`config.mk`:
```
export PLATFORM = sky130hd
export DESIGN_NAME = pit_counter_latch_readback
export DESIGN_NICKNAME = d
export VERILOG_FILES = /design/src/rtl/pit_clr_pkg.sv /design/src/rtl/pit_counter_latch_readback.sv
export SDC_FILE = /design/constraint.sdc
export NUM_CORES = 1
export LEC_CHECK = 0
export ABC_AREA = 1
export BUFFER_PORTS_ARGS = -buffer_cell sky130_fd_sc_hd__buf_4
export CORE_MARGIN = 1
export CORE_UTILIZATION = 30
export CTS_CLUSTER_DIAMETER = 120
export DETAILED_ROUTE_END_ITERATION = 6
export PLACE_DENSITY = 0.56
export SLEW_MARGIN = 30
export SYNTH_ARGS = -nofsm -noshare
export SYNTH_HDL_FRONTEND = slang
export SYNTH_SLANG_ARGS = --single-unit
```
`constraint.sdc`:
```
create_clock -name clk -period 6.14 [get_ports clk]
set_input_delay 0.614 -clock clk [delete_from_list [all_inputs] [get_ports clk]]
set_output_delay 0.614 -clock clk [all_outputs]
set_load 0.01 [all_outputs]
```
`src/rtl/pit_clr_pkg.sv`:
```
// Package for the interval timer counter readback block.
// Holds the request kind codes, port addresses, byte pointer codes and register indexes.
// No dependencies.
package pit_clr_pkg;

    // Request kinds carried in tuser
    typedef enum logic [1:0] {
        OP_TICK   = 2'd0,
        OP_INJECT = 2'd1,
        OP_ACCESS = 2'd2,
        OP_NONE   = 2'd3
    } op_t;

    // Byte pointer codes
    typedef enum logic [1:0] {
        BP_LOW       = 2'd0,
        BP_HIGH      = 2'd1,
        BP_PAIR_LOW  = 2'd2,
        BP_PAIR_HIGH = 2'd3
    } bptr_t;

    // Configuration register indexes
    localparam logic [1:0] REG_INITIAL_COUNT   = 2'd0;
    localparam logic [1:0] REG_COUNTER_CHANNEL = 2'd1;
    localparam logic [1:0] REG_ACCESS_MODE     = 2'd2;

    // I/O ports
    localparam logic [15:0] PORT_MODE = 16'h0043;
    localparam logic [15:0] PORT_BASE = 16'h0040;

    // Reload value used when the initial count is zero
    localparam logic [16:0] RELOAD_FULL = 17'h10000;

endpackage

```
`src/rtl/pit_counter_latch_readback.sv`:
```
// Counter readback with latching for one channel of an 8254-style interval timer.
// Holds the count state, the latch logic and a bit-serial remainder unit.
// Depends on pit_clr_pkg.
//
// The result of an accepted request is registered in the output register.
// One request per cycle while the output side takes results and no remainder pass runs.
// A write of initial_count starts a remainder pass (one bit per cycle) that
// reduces the elapsed count modulo the new reload value; requests and configuration
// writes are held off until the pass ends.
// Reset (asynchronous, rst_n low): initial count 0, channel 0, elapsed count 0,
// latches clear, byte pointer at low of a pair as for access mode 3, no result pending.
module pit_counter_latch_readback
(
    input  logic        clk,
    input  logic        rst_n,
    // Configuration writes
    input  logic        cfg_valid,
    output logic        cfg_ready,
    input  logic [1:0]  cfg_index,
    input  logic [15:0] cfg_data,
    // Request stream
    input  logic        s_axis_tvalid,
    output logic        s_axis_tready,
    // [15:0] port, [16] is_read, [19:17] access_size, [20] string_mode,
    // [21] port_io, [29:22] write_data, [31:30] zero
    input  logic [31:0] s_axis_tdata,
    // [1:0] op
    input  logic [1:0]  s_axis_tuser,
    // Result stream
    output logic        m_axis_tvalid,
    input  logic        m_axis_tready,
    // [7:0] read_data
    output logic [7:0]  m_axis_tdata,
    // [0] handled
    output logic        m_axis_tuser
);

    // Configuration registers
    logic [15:0] initial_count_reg;
    logic [1:0]  channel_reg;

    // Count state
    logic [15:0] elapsed_reg, elapsed_next;
    logic [15:0] mod_reg, mod_next;
    logic [15:0] held_reg, held_next;
    logic        low_latched_reg, low_latched_next;
    logic        high_latched_reg, high_latched_next;
    logic [1:0]  bptr_reg, bptr_next;

    // Remainder unit
    logic        div_busy_reg;
    logic [3:0]  div_cnt_reg;
    logic [15:0] div_dvd_reg;
    logic [16:0] div_rem_reg;
    logic [17:0] div_shift;
    logic [16:0] div_rem_step;

    // Output register
    logic        out_valid_reg;
    logic        out_handled_reg, out_handled_next;
    logic [7:0]  out_data_reg, out_data_next;

    // Request fields
    logic [1:0]  op;
    logic [15:0] port;
    logic        is_read;
    logic [2:0]  access_size;
    logic        string_mode;
    logic        port_io;
    logic [7:0]  write_data;

    logic        in_fire;
    logic        cfg_fire;
    logic [16:0] reload;
    logic [16:0] tick_sum;
    logic [15:0] live_count;
    logic        access_ok;
    logic        is_latch;
    logic        is_read_hit;
    logic        read_low;
    logic [15:0] read_src;

    assign op          = s_axis_tuser;
    assign port        = s_axis_tdata[15:0];
    assign is_read     = s_axis_tdata[16];
    assign access_size = s_axis_tdata[19:17];
    assign string_mode = s_axis_tdata[20];
    assign port_io     = s_axis_tdata[21];
    assign write_data  = s_axis_tdata[29:22];

    // Handshakes
    assign s_axis_tready = !div_busy_reg && (!out_valid_reg || m_axis_tready);
    assign cfg_ready     = !div_busy_reg;
    assign in_fire       = s_axis_tvalid && s_axis_tready;
    assign cfg_fire      = cfg_valid && cfg_ready;

    assign m_axis_tvalid = out_valid_reg;
    assign m_axis_tdata  = out_data_reg;
    assign m_axis_tuser  = out_handled_reg;

    // Reload value and live count
    assign reload     = (initial_count_reg == 16'd0) ? pit_clr_pkg::RELOAD_FULL
                                                     : {1'b0, initial_count_reg};
    assign tick_sum   = {1'b0, elapsed_reg} + 17'd1;
    assign live_count = 16'(reload - {1'b0, mod_reg});

    // Decode the access
    assign access_ok   = (op == pit_clr_pkg::OP_ACCESS) && (access_size == 3'd1)
                         && !string_mode && port_io;
    assign is_latch    = access_ok && (port == pit_clr_pkg::PORT_MODE) && !is_read
                         && (write_data[5:4] == 2'd0) && (write_data[7:6] == channel_reg);
    assign is_read_hit = access_ok && !is_latch && is_read
                         && (port == (pit_clr_pkg::PORT_BASE + {14'd0, channel_reg}));

    // Pick the byte to return on a read
    always_comb
    begin
        if (low_latched_reg)
        begin
            read_low = 1'b1;
            read_src = held_reg;
        end
        else if (high_latched_reg)
        begin
            read_low = 1'b0;
            read_src = held_reg;
        end
        else
        begin
            read_low = !bptr_reg[0];
            read_src = live_count;
        end
    end

    // Advance the count state for one request
    always_comb
    begin
        elapsed_next      = elapsed_reg;
        mod_next          = mod_reg;
        held_next         = held_reg;
        low_latched_next  = low_latched_reg;
        high_latched_next = high_latched_reg;
        bptr_next         = bptr_reg;
        out_handled_next  = 1'b0;
        out_data_next     = 8'd0;

        if (in_fire)
        begin
            case (op)
                pit_clr_pkg::OP_TICK:
                begin
                    elapsed_next = (tick_sum >= reload) ? 16'd0 : tick_sum[15:0];
                    mod_next     = elapsed_next;
                end
                pit_clr_pkg::OP_INJECT:
                begin
                    elapsed_next = 16'd0;
                    mod_next     = 16'd0;
                end
                default:
                begin
                    if (is_latch)
                    begin
                        out_handled_next = 1'b1;
                        held_next        = live_count;
                        unique case (bptr_reg)
                            pit_clr_pkg::BP_LOW:  low_latched_next  = 1'b1;
                            pit_clr_pkg::BP_HIGH: high_latched_next = 1'b1;
                            default:
                            begin
                                bptr_next         = pit_clr_pkg::BP_PAIR_LOW;
                                low_latched_next  = 1'b1;
                                high_latched_next = 1'b1;
                            end
                        endcase
                    end
                    else if (is_read_hit)
                    begin
                        out_handled_next = 1'b1;
                        held_next        = read_src;
                        if (low_latched_reg)
                            low_latched_next = 1'b0;
                        else if (high_latched_reg)
                            high_latched_next = 1'b0;
                        if (read_low)
                        begin
                            out_data_next = read_src[7:0];
                            if (bptr_reg == pit_clr_pkg::BP_PAIR_LOW)
                                bptr_next = pit_clr_pkg::BP_PAIR_HIGH;
                        end
                        else
                        begin
                            out_data_next = read_src[15:8];
                            if (bptr_reg == pit_clr_pkg::BP_PAIR_HIGH)
                                bptr_next = pit_clr_pkg::BP_PAIR_LOW;
                        end
                    end
                end
            endcase
        end

        // Configuration writes
        if (cfg_fire)
        begin
            if (cfg_index == pit_clr_pkg::REG_INITIAL_COUNT)
            begin
                low_latched_next  = 1'b0;
                high_latched_next = 1'b0;
            end
            else if (cfg_index == pit_clr_pkg::REG_ACCESS_MODE && cfg_data[1:0] != 2'd0)
            begin
                bptr_next = cfg_data[1:0] - 2'd1;
            end
        end
    end

    // One restoring remainder step
    assign div_shift    = {div_rem_reg, div_dvd_reg[15]};
    assign div_rem_step = (div_shift >= {1'b0, reload}) ? 17'(div_shift - {1'b0, reload})
                                                        : div_shift[16:0];

    // Hold the configuration registers; the access mode only moves the byte pointer
    always_ff @(posedge clk or negedge rst_n)
    begin
        if (!rst_n)
        begin
            initial_count_reg <= 16'd0;
            channel_reg       <= 2'd0;
        end
        else if (cfg_fire)
        begin
            unique case (cfg_index)
                pit_clr_pkg::REG_INITIAL_COUNT:   initial_count_reg <= cfg_data;
                pit_clr_pkg::REG_COUNTER_CHANNEL: channel_reg       <= cfg_data[1:0];
                default:                          ;
            endcase
        end
    end

    // Hold the count state and step the remainder unit
    always_ff @(posedge clk or negedge rst_n)
    begin
        if (!rst_n)
        begin
            elapsed_reg      <= 16'd0;
            mod_reg          <= 16'd0;
            held_reg         <= 16'd0;
            low_latched_reg  <= 1'b0;
            high_latched_reg <= 1'b0;
            bptr_reg         <= pit_clr_pkg::BP_PAIR_LOW;
            div_busy_reg     <= 1'b0;
            div_cnt_reg      <= 4'd0;
            div_dvd_reg      <= 16'd0;
            div_rem_reg      <= 17'd0;
        end
        else
        begin
            elapsed_reg      <= elapsed_next;
            held_reg         <= held_next;
            low_latched_reg  <= low_latched_next;
            high_latched_reg <= high_latched_next;
            bptr_reg         <= bptr_next;

            if (cfg_fire && cfg_index == pit_clr_pkg::REG_INITIAL_COUNT)
            begin
                div_busy_reg <= 1'b1;
                div_cnt_reg  <= 4'd15;
                div_dvd_reg  <= elapsed_reg;
                div_rem_reg  <= 17'd0;
                mod_reg      <= mod_next;
            end
            else if (div_busy_reg)
            begin
                div_rem_reg <= div_rem_step;
                div_dvd_reg <= {div_dvd_reg[14:0], 1'b0};
                div_cnt_reg <= div_cnt_reg - 4'd1;
                if (div_cnt_reg == 4'd0)
                begin
                    div_busy_reg <= 1'b0;
                    mod_reg      <= div_rem_step[15:0];
                end
            end
            else
            begin
                mod_reg <= mod_next;
            end
        end
    end

    // Output register: load on a request, drop once taken
    always_ff @(posedge clk or negedge rst_n)
    begin
        if (!rst_n)
        begin
            out_valid_reg <= 1'b0;
        end
        else if (in_fire)
        begin
            out_valid_reg <= 1'b1;
        end
        else if (m_axis_tready)
        begin
            out_valid_reg <= 1'b0;
        end
    end

    always_ff @(posedge clk)
    begin
        if (in_fire)
        begin
            out_handled_reg <= out_handled_next;
            out_data_reg    <= out_data_next;
        end
    end

endmodule
```
==> impl_metrics.yaml <==
status:
  outcome: "finished clean"
final_layout:
  layout-drive-gt1-share_pct: 12.3
  number_of_flip_flops_in_the_largest_register: 17
  layout_commonest_cell: "sky130_fd_sc_hd__nand2_1"
  diodes: 0
  layout.filler_cells: 3086
  synthToLayoutAreaGrowth_pct: 15.1
  nets: 1421
  finalInstanceArea_um2: 10200
  layout.cells.most_common_list: "406 x sky130_fd_sc_hd__nand2_1, 161 x sky130_fd_sc_hd__inv_1, 110 x sky130_fd_sc_hd__nand3_1"
timing:
  rsz_0062_raised_after_global_routing: "no"
  min_period_over_period_pct: 58.1
  fin_tns_setup_ps: 0
  setup_violations: 0
  final.setup_skew_ps: 9.51
  post-route-min-period_ps: 3570
  maxSlewHeadroom_pct: 44.1
  worst_pin_slew_ps: 838
  max_freq_mhz: 280
  hold_violations: 0
  timing.final.max_slew_violations: 0
floorplanning:
  start_util_pct: 30.6
  std_cell_rows: 62
  core_area_um2: 28900
  full_die_area_um2: 30200
  chipHeight_um: 174
  top_level_ports: 69
  overall_die_width_um: 174
run:
  max_cap_viol_count: 0
synth:
  postSynthAreaPerCell_um2: 6.94
  synth.net_count: 1384
  synth.area.top_cells: "sky130_fd_sc_hd__dfrtp_1 31%, sky130_fd_sc_hd__nand2_1 17%, sky130_fd_sc_hd__ha_1 7.4%"
  ys_dominant_reg_cell: "sky130_fd_sc_hd__dfrtp_1"
  synth.lib_cells_used.distinct: 53
  sequential_fraction_of_the_synthesis_area_pct: 33.9
  syn_inst: 1273
  async_reset_ff_share_pct: 92.4
  ys_warn_count: 0
  register_bit_count_reported_by_yosys: 118
  netlist_area_um2: 8840
  synth_top_area_cell: "sky130_fd_sc_hd__dfrtp_1"
  synth_top_area_share_pct: 30.6
  count_of_flip_flops_with_a_built_in_enable_after_synthesis: 9
global_routing:
  grt_antenna_before_repair: 0
  maximum_number_of_pins_on_one_net_before_global_route_repair: 64
  groute.usage.overall_pct: 17.6
  globalRouteOverflowTotal: 0
  grt_pass1_vias: 7918
  grt_first_pass_wirelength_um: 42100
critical_path:
  path_common_cell: "sky130_fd_sc_hd__nand2_1"
  crit_path_start: "initial_count_reg[0]"
  crit_path_cell_trace: "nor4_1 -> nand4_1 -> ha_1 -> nand2_1 -> inv_1 -> nand2_1 -> nand2_1 -> a21oi_1 -> nand3_1 -> nor2_2 -> nand3_1 -> nand2_1 -> nand2_1 -> nand3_1"
  r2r_start: "initial_count_reg[0]"
  timing.critical_path.required_ps: 6490
  timing.critical_path.to_type: "flop"
  crit_arrival_ps: 3920
  crit_type: "reg -> reg"
  critical_path.max_fanout: 16
  critPathSlowestCell: "sky130_fd_sc_hd__nor2_2"
  crit_path_start_kind: "flop"
  timing.critical_path.slowest_cell_delay_ps: 530
cts:
  cts_tree: "yes"
  postCtsSetupBuffers: 0
  cts.htree.levels: 4
  clock_latency_ps: 420
  cts-resized-gates: 0
  cts_max_path_buffers: 2
  tritoncts_num_sinks: 118
  clk_transition_reported_paths_ps: 60
  clk_root_buffer_cell: "sky130_fd_sc_hd__clkbuf_16"
  holdBufCountCts: 0
  cts_buffers: 17
power_and_ir_drop:
  switchingPower_uw: 3240
  combinational_share_of_power_pct: 62.6
  p_seq_share_pct: 21.3
  switching_share_pct: 51.8
  pd_cells_nw_per_um2: 615
  peakVddDrop_mv: 0.328
  intPower_uw: 3020
  share_clk_of_total_power_pct: 16.0
  power.static_leakage_uw: 0.00523
place:
  buffer_ports.inserted: 62
  routabilityCongestion: 0.879
  place_area_um2: 9590
  post-dp-hpwl_um: 19500
detailed_routing:
  dr.pass1.iters: 6
  detail-route-antenna-nets: 0
  vias_per_cell: 4.85
  drtIter0Drc: 571
  drt-wirelength-per-cell_um: 15.0
  via_count: 8267
  post-route-drc-count: 0
  detail_route.wirelength_um: 25600
min_path:
  path_class_of_the_lowest_slack_min_delay_path: "in -> async"
[cells in the mapped netlist, drive strengths merged (7+ instances only)]
cell type / n
a21oi: 68
a31oi: 7
edfxtp: 9
inv: 173
clkbuf: 26
o211ai: 11
nand2: 418
ha: 52
o21ai: 71
buf: 22
nor2: 76
xor2: 15
dfrtp: 108
nor3: 13
xnor2: 12
or2: 9
nand4: 36
nand3: 114
[final timing paths]
check	cells after the start	endpoint	slack (ps)
max	14	mod_reg[0]	2570
min	1	div_dvd_reg[13]	290
min in group clk	3	initial_count_reg[15]	400
max in group asynchronous	2	div_busy_reg	4650
min reg2reg	2	held_reg[8]	470
max reg2reg	14	mod_reg[0]	2570
[cells by family (layout without fill, tap and decap cells)]
| family | Yosys count | in the layout | share of synthesized area (%) |
|---|---|---|---|
| fa+ha+maj | 54 | 54 | 7.81 |
| compound gates | 172 | 172 | 11.0 |
| buf+inv | 223 | 272 | 9.98 |
| xor+xnor | 27 | 27 | 2.67 |
| mux | 1 | 1 | 0.113 |
| simple gates | 678 | 678 | 34.5 |
| flops | 118 | 118 | 33.9 |
[stage by stage]
| stage | power, µW | hold WS (ps) | setup slack, ps | cells | utilization [%] |
|---|---|---|---|---|---|
| CTS | 6260 | 322 | 2570 | 1706 | 35.3 |
| detailed placement | 5230 | 460 | 2590 | 1675 | 33.2 |
| floorplan | 4290 | 318 | 3500 | 1273 | - |
| global placement | 5180 | 456 | 2640 | 1675 | 33.2 |
| global route | 6920 | 358 | 2170 | 1706 | 35.3 |
| finish | 6260 | 294 | 2570 | 1706 | 35.3 |
[cell type report]
type                       instances  area, µm²  area share (%)
sequential                       118       3000            29.5
timing repair buffer              66        495            4.87
inverter                         175        658            6.47
tap                              384        480            4.72
clock inverter                    12        118            1.16
multi-input combinational        932       4960            48.7
clock buffer                      19        464            4.56
[critical path: cells and delay by family (launching register included)]
kind	cells	cell delay, ps
adder cells (fa/ha/maj)	1	450
buffers and inverters	1	60
AND/OR/NAND/NOR	11	2320
AO/OA/AOI/OAI	1	190
flip-flops	1	490
[metal layers]
| layer | vias up | share of wire [%] | global-route usage, % |
|---|---|---|---|
| li1 | 4205 | - | - |
| met5 | - | 0 | 0 |
| met4 | 0 | 2.2 | 5.52 |
| met2 | 177 | 46 | 28.7 |
| met1 | 3852 | 47 | 23.6 |
| met3 | 33 | 4.4 | 2.92 |
[power groups by stage]
stage	sequential, µW	clock, µW	combinational [µW]
3_5_place_dp	1330	0	3900
6_report	1330	1000	3920
5_1_grt	1370	1050	4500
4_1_cts	1320	1020	3920
2_1_floorplan	1250	0	3040
3_3_place_gp	1330	0	3850
(Power assumes the default switching activity.)
